## config.mk

```make
export PLATFORM = sky130hd
export DESIGN_NAME = mcpc_ram
export DESIGN_NICKNAME = d
export VERILOG_FILES = /design/src/rtl/core/markup_context_probability_calibrator_core_macros.svh /design/src/rtl/core/mcpc_ram.sv
export SDC_FILE = /design/constraint.sdc
export NUM_CORES = 1
export LEC_CHECK = 0
export ABC_CLOCK_PERIOD_IN_PS = 5150
export BUFFER_PORTS_ARGS = -buffer_cell sky130_fd_sc_hd__buf_2
export CORE_UTILIZATION = 65
export CTS_BUF_LIST = sky130_fd_sc_hd__clkbuf_8 sky130_fd_sc_hd__clkbuf_16
export CTS_CLUSTER_DIAMETER = 30
export DETAILED_ROUTE_END_ITERATION = 7
export MAX_ROUTING_LAYER = met4
export PLACE_DENSITY = 0.84
export SYNTH_ARGS = -nofsm -noshare
export SYNTH_HDL_FRONTEND = slang
export SYNTH_SLANG_ARGS = --single-unit
export TNS_END_PERCENT = 50
```

## constraint.sdc

```tcl
create_clock -name clk -period 5.15 [get_ports clk]
set_input_delay 1.03 -clock clk [delete_from_list [all_inputs] [get_ports clk]]
set_output_delay 1.03 -clock clk [all_outputs]
set_load 0.02 [all_outputs]
```

## src/rtl/core/markup_context_probability_calibrator_core_macros.svh

```systemverilog
// Assertion helpers shared by the calibrator RTL.
`ifndef MARKUP_CONTEXT_PROBABILITY_CALIBRATOR_CORE_MACROS_SVH
`define MARKUP_CONTEXT_PROBABILITY_CALIBRATOR_CORE_MACROS_SVH

// Implication checked every clock outside reset.
`define MCPC_ASSERT_IMP(label, clk, rst_n, ante, cons, msg) \
  label: assert property (@(posedge clk) disable iff (!rst_n) (ante) |-> (cons)) \
    else $error(msg);

// Next-cycle implication checked every clock outside reset.
`define MCPC_ASSERT_NXT(label, clk, rst_n, ante, cons, msg) \
  label: assert property (@(posedge clk) disable iff (!rst_n) (ante) |=> (cons)) \
    else $error(msg);

`endif

```

## src/rtl/core/mcpc_ram.sv

```systemverilog
`timescale 1ns / 1ps
module mcpc_ram #(
  parameter int WIDTH = 8,
  parameter int DEPTH = 16
) (
  input  logic                     clk,
  input  logic                     we,
  input  logic [$clog2(DEPTH)-1:0] waddr,
  input  logic [WIDTH-1:0]         wdata,
  input  logic [$clog2(DEPTH)-1:0] raddr,
  output logic [WIDTH-1:0]         rdata
);
  logic [WIDTH-1:0] mem [DEPTH];

  // Write port and registered read port
  always_ff @(posedge clk) begin
    if (we) mem[waddr] <= wdata;
    rdata <= mem[raddr];
  end
endmodule

```

After elaboration in Yosys (flattened, before gate mapping). Memories as Yosys holds them, arrays and structs flattened. A register that Yosys moved wholly into a read port is not among the register bits. Cells that the tools add are included.

Multiplexer cells: 2.

Operator list (number): 2-to-1 mux 1 bit (2).

Register bits: 0. Bits in writable memories: 128. Memories kept: 1.

Memory list: mem (depth 16, bits a word 8, read ports 1, clocked after memory_dff 1, write ports 1, RTL line mcpc_ram.sv:13) `logic [WIDTH-1:0] mem [DEPTH];`.

Logic depth before layout (Yosys ltp).
Word-level depth: 2. Mapped depth: 5.

Least setup slack after synthesis. OpenSTA, ideal clock, no wires.

Path type: in2reg. From: input port waddr[2]. To: memory mem[0][0], enable pin. Stages: 2. Path buffers: 0. Data required time: 4.767 ns. Arrival: 2.140 ns. Setup slack: 2.627 ns. Cell sequence: or3b_2 > nor3_1.

RTL lines: start: declaration (RTL line mcpc_ram.sv:8) `input logic [$clog2(DEPTH)-1:0] waddr,`; end: declaration (RTL line mcpc_ram.sv:13).

No word-level cell before the write port.

Final worst setup path.
From: input port waddr[2]. To: memory mem[0][5], enable pin.

No word-level cell before the write port.

==> metrics <==
antenna violations before repair=0; die area=0.00828 mm2; mux cell area share after synthesis=15.0%; Post-Synth Adder-Cell Area=0%; drt wl/cell=approximately 27 um; period utilisation layout=49.6%; CP Buf/Inv Count=1; HP Class=reg2reg; Routed Antenna Nets=0; Worst path max stage delay=slightly below 1000 ps; Core ar.=0.00769 mm2; Worst Setup End Kind=flop; clock sink count=around 140; worst setup path startpoint=waddr[2]; Simple-Gate Fraction of Synth Area=3.18%; most frequent cells in the layout=edfxtp_1 (128), buf_2 (25), mux4_2 (18), a22oi_1 (16), clkbuf_16 (16); final worst clock skew=5.54 ps; TritonCTS clock tree=yes; Clock Latency Late Sink=500 ps; Initial Util=67.0%; grt total ovfl=0; # placed instances=347; critical path depth=3; Worst Setup Path Type=in2reg; detailed-route wire length=10.1 mm; reg2reg setup slack=3750 ps; Yosys reg bits=136; sequential power share=49.8%; worst-margin pin slew=roughly 1300 ps; DR pass1 iterations=5; headroom to the max-slew limit=roughly 14%; critical-path maximum fanout=8; CTS buffer count=17; H-tree Lvls=4; Logic pwr share=around 4.6%; total track usage=28.6%; vias per cell=~6.7; RSZ-0062 raised after global routing=false; fraction of layout cells with a size suffix above 1=27.8%; Synthesized Nets=about 250; vias in the first global route=2577; Worst Slack Setup Final=2600 ps; Achievable Freq=392 MHz; dpl ws=2120 ps; # DRC=0; reg2reg path depth=3; Fin Setup TNS=0 ps; Diodes inserted=0; Worst EP required=5260 ps; pwr dens=424 mW/mm2; DR iter-0 viols=between 200 and 250; clk buf depth=2; Post-Synthesis Cells=229; Vias=2535; NetSw=0.513 mW; area of the multi-input gates=approximately 0.0011 mm2; Compound-Gate Fraction of Synth Area=around 2.3%; largest net degree at the start of global routing=33; Sequential Area=0.00400 mm2; IO Port Bufs=25; Cell Chain, Critical Path=buf_2, or3b_2, nor3_1; Post-Syn Area per Cell=22.5 um2; Fill cells=417; status=completed; main combinational cell family by area after synthesis=multiplexers; CP delay by family, top=simple AND/OR/NAND/NOR gates; Synth Area in XOR/XNOR=0%; Hold-fix buffers, CTS=0; crit path launch type=input port; Total Nets Final=282; final hold vios=0; Synth warnings=0; crit path DAT=2660 ps; hold slack=682 ps; routability congestion estimate=0.741; final setup violation count=0; CTS resizes=0; PnR Total Power=2.50 mW; first-pass GRT wire length=15.4 mm; cell-internal power=1.99 mW; Leak=1.98 nW; clock root buffer=clkbuf_8; Max-cap violations=0; distinct cell type count after synthesis=19; sw frac=20.5%; most common cell after layout, fill and taps aside=edfxtp_1; fin cells=around 380; Slew Limit Fails=0; Crit-path slowest cell=nor3_1; hpwl dp=around 5.7 mm; clock-pin slew on the worst setup and hold paths=60 ps; area delta synth->final=14.7%; min cycle time layout=2550 ps; worst reg2reg path startpoint=mem[3][3]; Post-Synthesis Cell Area=0.00515 mm2; Post CTS Setup Buffer Count=0; chip height=91.0 um; sequential share of the synthesized area=77.8%; Die Wd=~90 um; R2R Path End=rdata[3]; clock share of power=45.6%; IO Pins=26; num rows=32; crit path capture=mem[0][5]; VDD IR-drop max=0.252 mV
-- synth_stat cells, drive strengths merged --
cell,count,area (um2)
nand3b,2,15.0
nand3,1,5.00
or3b,1,8.76
buf,7,56.3
dfxtp,8,160
and2b,1,7.51
edfxtp,128,3840
mux4,32,773
nand2b,2,12.5
clkdlybuf4s25,3,30.0
and2,1,6.26
nor3,4,20.0
nand2,9,33.8
a22oi,16,120
nor2b,1,6.26
nor2,13,48.8
-- metal layers --
layer / share of wire (%) / GRT usage [%] / wire length [um] / up-vias
li1: - / - / - / 1045
met1: 41 / 38.6 / 4150 / 1302
met2: 48 / 40.8 / 4830 / 164
met3: 8.2 / 9.21 / 835 / 24
met4: 3.2 / 13.0 / 325 / 0
met5: 0 / - / 0 / -
-- per-stage QoR --
stage | area, um2 | util [%]
final | 5900 | 76.8
after global routing | 5900 | 76.8
after CTS | 5900 | 76.8
after detailed placement | 5330 | 69.4
after global placement | 5330 | 69.4
after floorplan | 5150 | -
-- final cells by class --
type / instances / area share [%]
multi-input combinational: 83 / 18.1
timing repair buffer: 26 / 2.25
sequential: 136 / 67.8
clock inverter: 13 / 2.20
clock buffer: 19 / 7.48
tap: 102 / 2.16
-- logic make-up (layout without fill, tap and decap cells) --
group | count (synthesis) | count (layout)
DFF | 136 | 136
and+or+nand+nor | 35 | 35
muxes | 32 | 32
AOI/OAI and AO/OA | 16 | 16
buffers and inverters | 10 | 58
-- worst min path at each step --
stage | cells past startpoint | end | startpoint
floorplan | 3 | rdata[0] | mem[7][0]
global placement | 3 | rdata[4] | mem[12][4]
detailed placement | 3 | rdata[7] | mem[6][7]
CTS | 3 | rdata[5] | mem[11][5]
global route | 3 | rdata[5] | mem[11][5]
finish | 3 | rdata[5] | mem[11][5]
-- flip-flops by register name, indices dropped and copies added (netlist names) --
signal,flops
rdata,8
mem,128
-- worst register-to-register path: stages, from the launching register on --
cell	delay, ps
edfxtp_1	400
mux4_1	500
a22oi_1	280
nand2_1	100
-- power groups by stage --
stage	registers [mW]	clock network (mW)	logic, mW
finish	1.25	1.14	0.116
global route	1.25	1.19	0.125
CTS	1.25	1.14	0.116
detailed placement	1.27	0	0.114
global placement	1.27	0	0.110
floorplan	1.27	0	0.0628
No activity file was read; power rests on OpenSTA's default activity.
