`src/rtl/core/markup_context_probability_calibrator_core_macros.svh`:
```
// Assertion helpers shared by the calibrator RTL.
`ifndef MARKUP_CONTEXT_PROBABILITY_CALIBRATOR_CORE_MACROS_SVH
`define MARKUP_CONTEXT_PROBABILITY_CALIBRATOR_CORE_MACROS_SVH

// Implication checked every clock outside reset.
`define MCPC_ASSERT_IMP(label, clk, rst_n, ante, cons, msg) \
  label: assert property (@(posedge clk) disable iff (!rst_n) (ante) |-> (cons)) \
    else $error(msg);

// Next-cycle implication checked every clock outside reset.
`define MCPC_ASSERT_NXT(label, clk, rst_n, ante, cons, msg) \
  label: assert property (@(posedge clk) disable iff (!rst_n) (ante) |=> (cons)) \
    else $error(msg);

`endif

```
`src/rtl/core/mcpc_pkg.sv`:
```
`timescale 1ns / 1ps
package mcpc_pkg;

  localparam int BIT_SLOTS_DEF   = 8;
  localparam int COUNT_WIDTH_DEF = 32;
  localparam int BINS            = 16;
  localparam int MARKUP_STATES   = 5;
  localparam int PROB_W          = 16;

  localparam logic [1:0] CFG_SHRINK = 2'd0;
  localparam logic [1:0] CFG_STR1   = 2'd1;
  localparam logic [1:0] CFG_STR2   = 2'd2;
  localparam logic [1:0] CFG_DIV    = 2'd3;

  typedef enum logic [2:0] {
    MK_TEXT  = 3'd0,
    MK_LT    = 3'd1,
    MK_TAG   = 3'd2,
    MK_DQ    = 3'd3,
    MK_SQ    = 3'd4
  } markup_t;

  typedef enum logic [3:0] {
    ST_IDLE,
    ST_CLEAR,
    ST_READ,
    ST_LATCH,
    ST_DIV,
    ST_FIX,
    ST_EMIT,
    ST_WRITE
  } state_t;

  function automatic markup_t next_markup(markup_t st, logic [7:0] b);
    markup_t n;
    n = MK_TEXT;
    case (st)
      MK_TEXT: n = (b == 8'h3C) ? MK_LT : MK_TEXT;
      MK_LT, MK_TAG: begin
        if (b == 8'h3E)      n = MK_TEXT;
        else if (b == 8'h22) n = MK_DQ;
        else if (b == 8'h27) n = MK_SQ;
        else                 n = MK_TAG;
      end
      MK_DQ: n = (b == 8'h22) ? MK_TAG : MK_DQ;
      MK_SQ: n = (b == 8'h27) ? MK_TAG : MK_SQ;
      default: n = MK_TEXT;
    endcase
    return n;
  endfunction

endpackage

```
`src/rtl/core/mcpc_div.sv`:
```
`timescale 1ns / 1ps
// Restoring divider, one quotient bit per cycle.
module mcpc_div #(
  parameter int NW = 64,
  parameter int DW = 52
) (
  input  logic          clk,
  input  logic          rst_n,
  input  logic          go,
  input  logic [NW-1:0] num,
  input  logic [DW-1:0] den,
  output logic          done,
  output logic [NW-1:0] quo,
  output logic [DW-1:0] rem
);
  import mcpc_pkg::*;
  localparam int CW = $clog2(NW + 1);

  logic [CW-1:0] cnt_r, cnt_nxt;
  logic          run_r, run_nxt;
  logic [NW-1:0] q_r, q_nxt;
  logic [DW:0]   r_r, r_nxt;
  logic [DW-1:0] d_r, d_nxt;
  logic [DW:0]   trial;

  always_comb begin
    cnt_nxt = cnt_r;
    run_nxt = run_r;
    q_nxt   = q_r;
    r_nxt   = r_r;
    d_nxt   = d_r;
    trial   = {r_r[DW-1:0], q_r[NW-1]};
    if (go) begin
      q_nxt   = num;
      r_nxt   = '0;
      d_nxt   = den;
      cnt_nxt = CW'(NW);
      run_nxt = 1'b1;
    end else if (run_r) begin
      // Shift in one numerator bit, subtract when it fits
      if (trial >= {1'b0, d_r}) begin
        r_nxt = trial - {1'b0, d_r};
        q_nxt = {q_r[NW-2:0], 1'b1};
      end else begin
        r_nxt = trial;
        q_nxt = {q_r[NW-2:0], 1'b0};
      end
      cnt_nxt = cnt_r - 1'b1;
      if (cnt_r == CW'(1)) run_nxt = 1'b0;
    end
  end

  always_ff @(posedge clk) begin
    if (!rst_n) begin
      run_r <= 1'b0;
      cnt_r <= '0;
    end else begin
      run_r <= run_nxt;
      cnt_r <= cnt_nxt;
    end
    q_r <= q_nxt;
    r_r <= r_nxt;
    d_r <= d_nxt;
  end

  assign done = run_r && (cnt_r == CW'(1));
  assign quo  = q_r;
  assign rem  = r_r[DW-1:0];
endmodule

```
`config.mk`:
```
export PLATFORM = sky130hd
export DESIGN_NAME = mcpc_div
export DESIGN_NICKNAME = d
export VERILOG_FILES = /design/src/rtl/core/markup_context_probability_calibrator_core_macros.svh /design/src/rtl/core/mcpc_pkg.sv /design/src/rtl/core/mcpc_div.sv
export SDC_FILE = /design/constraint.sdc
export NUM_CORES = 1
export LEC_CHECK = 0
export BUFFER_PORTS_ARGS = -buffer_cell sky130_fd_sc_hd__buf_2
export CAP_MARGIN = 25
export CORE_MARGIN = 3
export CORE_UTILIZATION = 60
export CTS_BUF_LIST = sky130_fd_sc_hd__clkbuf_4 sky130_fd_sc_hd__clkbuf_8
export DETAILED_ROUTE_END_ITERATION = 12
export PLACE_DENSITY_LB_ADDON = 0.15
export SYNTH_ARGS = -nofsm -noshare
export SYNTH_HDL_FRONTEND = slang
export SYNTH_SLANG_ARGS = --single-unit
```
`constraint.sdc`:
```
create_clock -name clk -period 6.4 [get_ports clk]
set_clock_uncertainty 0.1 [all_clocks]
set_input_delay 1.28 -clock clk [delete_from_list [all_inputs] [get_ports clk]]
set_output_delay 1.28 -clock clk [all_outputs]
set_load 0.005 [all_outputs]
```
======== Yosys cells after proc, flatten, opt, wreduce, memory -nomap -nowiden ========
Cells that the tools add are included.
cells by class
  add/subtract/negate cells ............... 2
  $mul .................................... 0
  divide/modulo/power cells ............... 0
  magnitude comparators ................... 1
  equal/unequal tests ..................... 1
  shift-type cells ........................ 0
  muxes and demuxes ....................... 9
  bitwise logic cells ..................... 1
  reduce and logical (&&, ||, !) cells .... 3
operators with widths
  cell                                                  number
  2-to-1 mux 64 bit                                     2
  greater-or-equal comparator 53 x 52 -> 1 bit          1
  2-to-1 mux 52 bit                                     1
  subtractor 52 bit                                     1
  2-to-1 mux 7 bit                                      2
  equality test 7 x 1 -> 1 bit (second input constant)  1
  subtractor 7 x 1 -> 7 bit (second input constant)     1
  2-to-1 mux 1 bit                                      4
  nonzero test 2 bit                                    1
  OR reduction 2 bit                                    1
  logical AND 1 bit                                     1
  inverter 1 bit                                        1
storage, ports and cells
  bits in registers ....................... 176
  bits in latches ......................... 0
  memory bits (writable) .................. 0
  ROM bits ................................ 0
  output and inout bits ................... 117
  logic and storage cells ................. 23
  memories kept ........................... 0

======== Depth between registers and ports, before layout ========
  depth after elaboration ................. 4
  gate-level depth with buffers ........... 15
  depth with buffers taken out ............ 13

======== Least setup slack after synthesis ========
Ideal clock, no wire load.
  kind .................................... input port to flip-flop
  from .................................... input port go
  to ...................................... register q_r[0], in the netlist quo[0], enable pin
  library setup time ...................... 0.424 ns
  arrival time ............................ 3.039 ns
  required time ........................... 5.876 ns
  slack ................................... 2.837 ns
  cell stages on the path ................. 3
  cells stage by stage .................... clkbuf_1 -> inv_1 -> nand2_1
on the way
  longest elaborated chain between the ends .. 1
RTL lines
  element                       RTL line        text
  start: declaration            mcpc_div.sv:9   input logic go,
  nonzero test 2 bit (no line)  --
  end signal: assignment        mcpc_div.sv:61  q_r <= q_nxt;
  end: declaration              mcpc_div.sv:21  logic [NW-1:0] q_r, q_nxt;
Every way passes these cells.
A chain may end at the register's enable or synchronous reset.

======== Worst setup path after layout ========
  from .................................... register d_r[31]
  to ...................................... register r_r[27]
on the way
  longest elaborated chain between the ends .. 2
RTL lines
  element                                       RTL line        text
  start: declaration                            mcpc_div.sv:23  logic [DW-1:0] d_r, d_nxt;
  start signal: assignment                      mcpc_div.sv:63  d_r <= d_nxt;
  greater-or-equal comparator 53 x 52 -> 1 bit  mcpc_div.sv:41  if (trial >= {1'b0, d_r}) begin
  2-to-1 mux 52 bit                             mcpc_div.sv:41
  end signal: assignment                        mcpc_div.sv:62  r_r <= r_nxt;
  end: declaration                              mcpc_div.sv:22  logic [DW:0] r_r, r_nxt;
Every way passes these cells.

==> results_dict.tcl <==
set metrics [dict create \
    status "completed" \
    die_h_um 138 \
    min_to "r_r[45]" \
    worstPathArrival_ns 3.91 \
    min-delay-start "r_r[45]" \
    portBuffers 235 \
    drive_gt1_share_pct 32.5 \
    async_flop_share_pct 0 \
    synth.area.top_cells "edfxtp_1 33%, dfxtp_1 12%, mux2_2 7.0%, ha_1 6.5%, a311oi_2 4.2%" \
    grt_max_degree 91 \
    synth-seq-area-share_pct 45.0 \
    cts_buffers 17 \
    final_area_sq_mm 0.0120 \
    ctsHoldBuffers 0 \
    dp_cells 1408 \
    place_area_sq_mm 0.0116 \
    synthCells 1003 \
    synth_edf_count 116 \
    finalPower_mw 2.95 \
    rsz0062_at_grt "no" \
    ant_nets 0 \
    postCtsSetupBuffers 0 \
    synth_ff_type "edfxtp_1" \
    yosysTopAreaCellShare_pct 33.5 \
    finalCritPeriodShare_pct 56.9 \
    r2r_end "r_r[27]" \
    power.leakage_nw 5.24 \
    core_area_sq_mm 0.0168 \
    slowest_stage "o21ai_4" \
    min_path_cells 2 \
    synth_area_sq_mm 0.0104 \
    slew_headroom_pct 45.8 \
    clock_path_buffers 2 \
    ys_seq_elements 176 \
    fmax_mhz 275 \
    via_count 8317 \
    fin_ws_ns 2.76 \
    cts_root_buffer "clkbuf_8" \
    grt_pass1_vias 8100 \
    synth_commonest_cells "116 x edfxtp_1, 109 x nand2_1, 73 x nor2_1, 71 x a21oi_1, 71 x inv_1" \
    cap_viol_max_count 0 \
    slowest_delay_ns 0.59 \
    fin_cells 1441 \
    final-hold-violation-count 0 \
    slew_violations 0 \
    synthMostInstantiatedCell "edfxtp_1" \
    core.rowCount 47 \
    worstPathMaxFanout 33 \
    path_cells "inv_1 -> ha_1 -> nand2_1 -> nor2_1 -> nand4_1 -> nor4_1 -> nor3b_2 -> o211ai_2 -> o21ai_4 -> buf_4 -> nand2_1 -> a311oi_2" \
    fp.dieW_um 138 \
    syn_avg_cell_area_sq_um 10.4 \
    postCtsResizedCells 0 \
    floorplan.initialDensity_pct 62.1 \
    syn2layout_area_growth_pct 15.5 \
    dp_hpwl_mm 18.2 \
    hp-class "register to register" \
    rrSetupSlack_ns 2.76 \
    setup_viol 0 \
    clk-insertion-delay-late_ns 0.47 \
    die_area_sq_mm 0.0190 \
    antenna_found_initial 0 \
    final_util_pct 71.7 \
    vias_per_cell 5.77 \
    reg2reg_depth 12 \
    start_kind "register" \
    fin_setup_tns_ns 0 \
    cp.required_ns 6.67 \
    synth_warnings 0 \
    diodes 0 \
    routedWlPerCell_um 17.2 \
    io_pins 236 \
    hold_slack_ns 0.407 \
    cts_tree "yes" \
    grt_overflow 0 \
    drc 0 \
    worst_slew_pin_slew_ns 0.814 \
    fillers 1318 \
    end_kind "register" \
    p_per_area_mw_per_mm2 246 \
    period_minus_slack_ns 3.64 \
    htree_levels 4 \
    gp_congestion 0.916 \
    grt_pass1_wl_mm 39.4 \
    path_class "register to register" \
    postRouteWirelength_mm 24.8 \
    reg2reg_from "d_r[31]" \
    ys_types 79 \
    final_nets 1382 \
    clkSlewWorstSetupHoldPaths_ns 0.09 \
    peakVddDrop_uv 166 \
    dp_slack_ns 2.63 \
    dr.pass1.iters 5 \
    drt_iter0_drc 542 \
    yosysTopAreaCell "edfxtp_1" \
    crit_top_cell "nand2_1" \
    cts_sinks 176 \
    grt_usage_pct 26.1 \
    syn-num-nets 1177 \
]
## report_power, final
| part | internal, mW | switching (mW) |
|---|---|---|
| Clock | 0.297 | 0.426 |
| Combinational | 0.355 | 0.468 |
| Sequential | 1.33 | 0.0785 |
| Total | 1.98 | 0.972 |
## metal layers
metal	GRT usage, %	wire length [um]
met5	0	0
met4	9.00	618
met3	6.39	1770
met2	42.7	11600
met1	33.8	10800
## critical path, delay by kind of cell (launching register included)
family	cells	cell delay, ns
AO/OA/AOI/OAI	3	1.03
flip-flops	1	0.34
adder cells (fa/ha/maj)	1	0.44
buffers and inverters	2	0.54
AND/OR/NAND/NOR	6	1.08
## how the worst max path moves through the flow
| stage | depth (start not counted) | from | end | slack (ns) |
|---|---|---|---|---|
| global route | 12 | d_r[31] | r_r[27] | 2.47 |
| detailed placement | 10 | r_r[9] | r_r[44] | 2.63 |
| floorplan | 3 | go | quo[0] | 2.84 |
| global placement | 10 | r_r[13] | r_r[44] | 2.76 |
| CTS | 10 | r_r[9] | r_r[44] | 2.61 |
| finish | 12 | d_r[31] | r_r[27] | 2.76 |
## final cells by class
cell class / instances / area (sq um) / area share [%]
well taps: 220 / 275 / 2.29
flip-flops and latches: 176 / 4690 / 39.0
clock buffers: 20 / 263 / 2.19
repair buffers: 240 / 1240 / 10.4
inverters: 73 / 274 / 2.28
multi-input cells: 700 / 5180 / 43.1
clock inverters: 12 / 97.6 / 0.812
## cells by family after synthesis
group,synth area share (%)
AND/OR/NAND/NOR,12.2
flip-flops,45.0
multiplexers,7.72
XOR/XNOR,4.21
AO/OA/AOI/OAI,18.9
adder cells (fa/ha/maj),6.68
buffers and inverters,5.35
## cells in the final DEF, fill, tap and decap left out, types with 18 or more instances in the layout
master / count
a21oi_1: 71
nand2_1: 108
a21o_1: 25
nor2_1: 73
mux2_2: 65
a311oi_2: 29
ha_1: 54
clkbuf_8: 18
inv_1: 71
buf_2: 234
o21ai_0: 23
edfxtp_1: 116
dfxtp_1: 59
xnor2_1: 35
## state kept, by name, summed over array words and instances, names as in the netlist
name,count
quo,64
run_r,1
r_r,52
d_r,52
cnt_r,7
No activity file was read; power rests on OpenSTA's default activity.
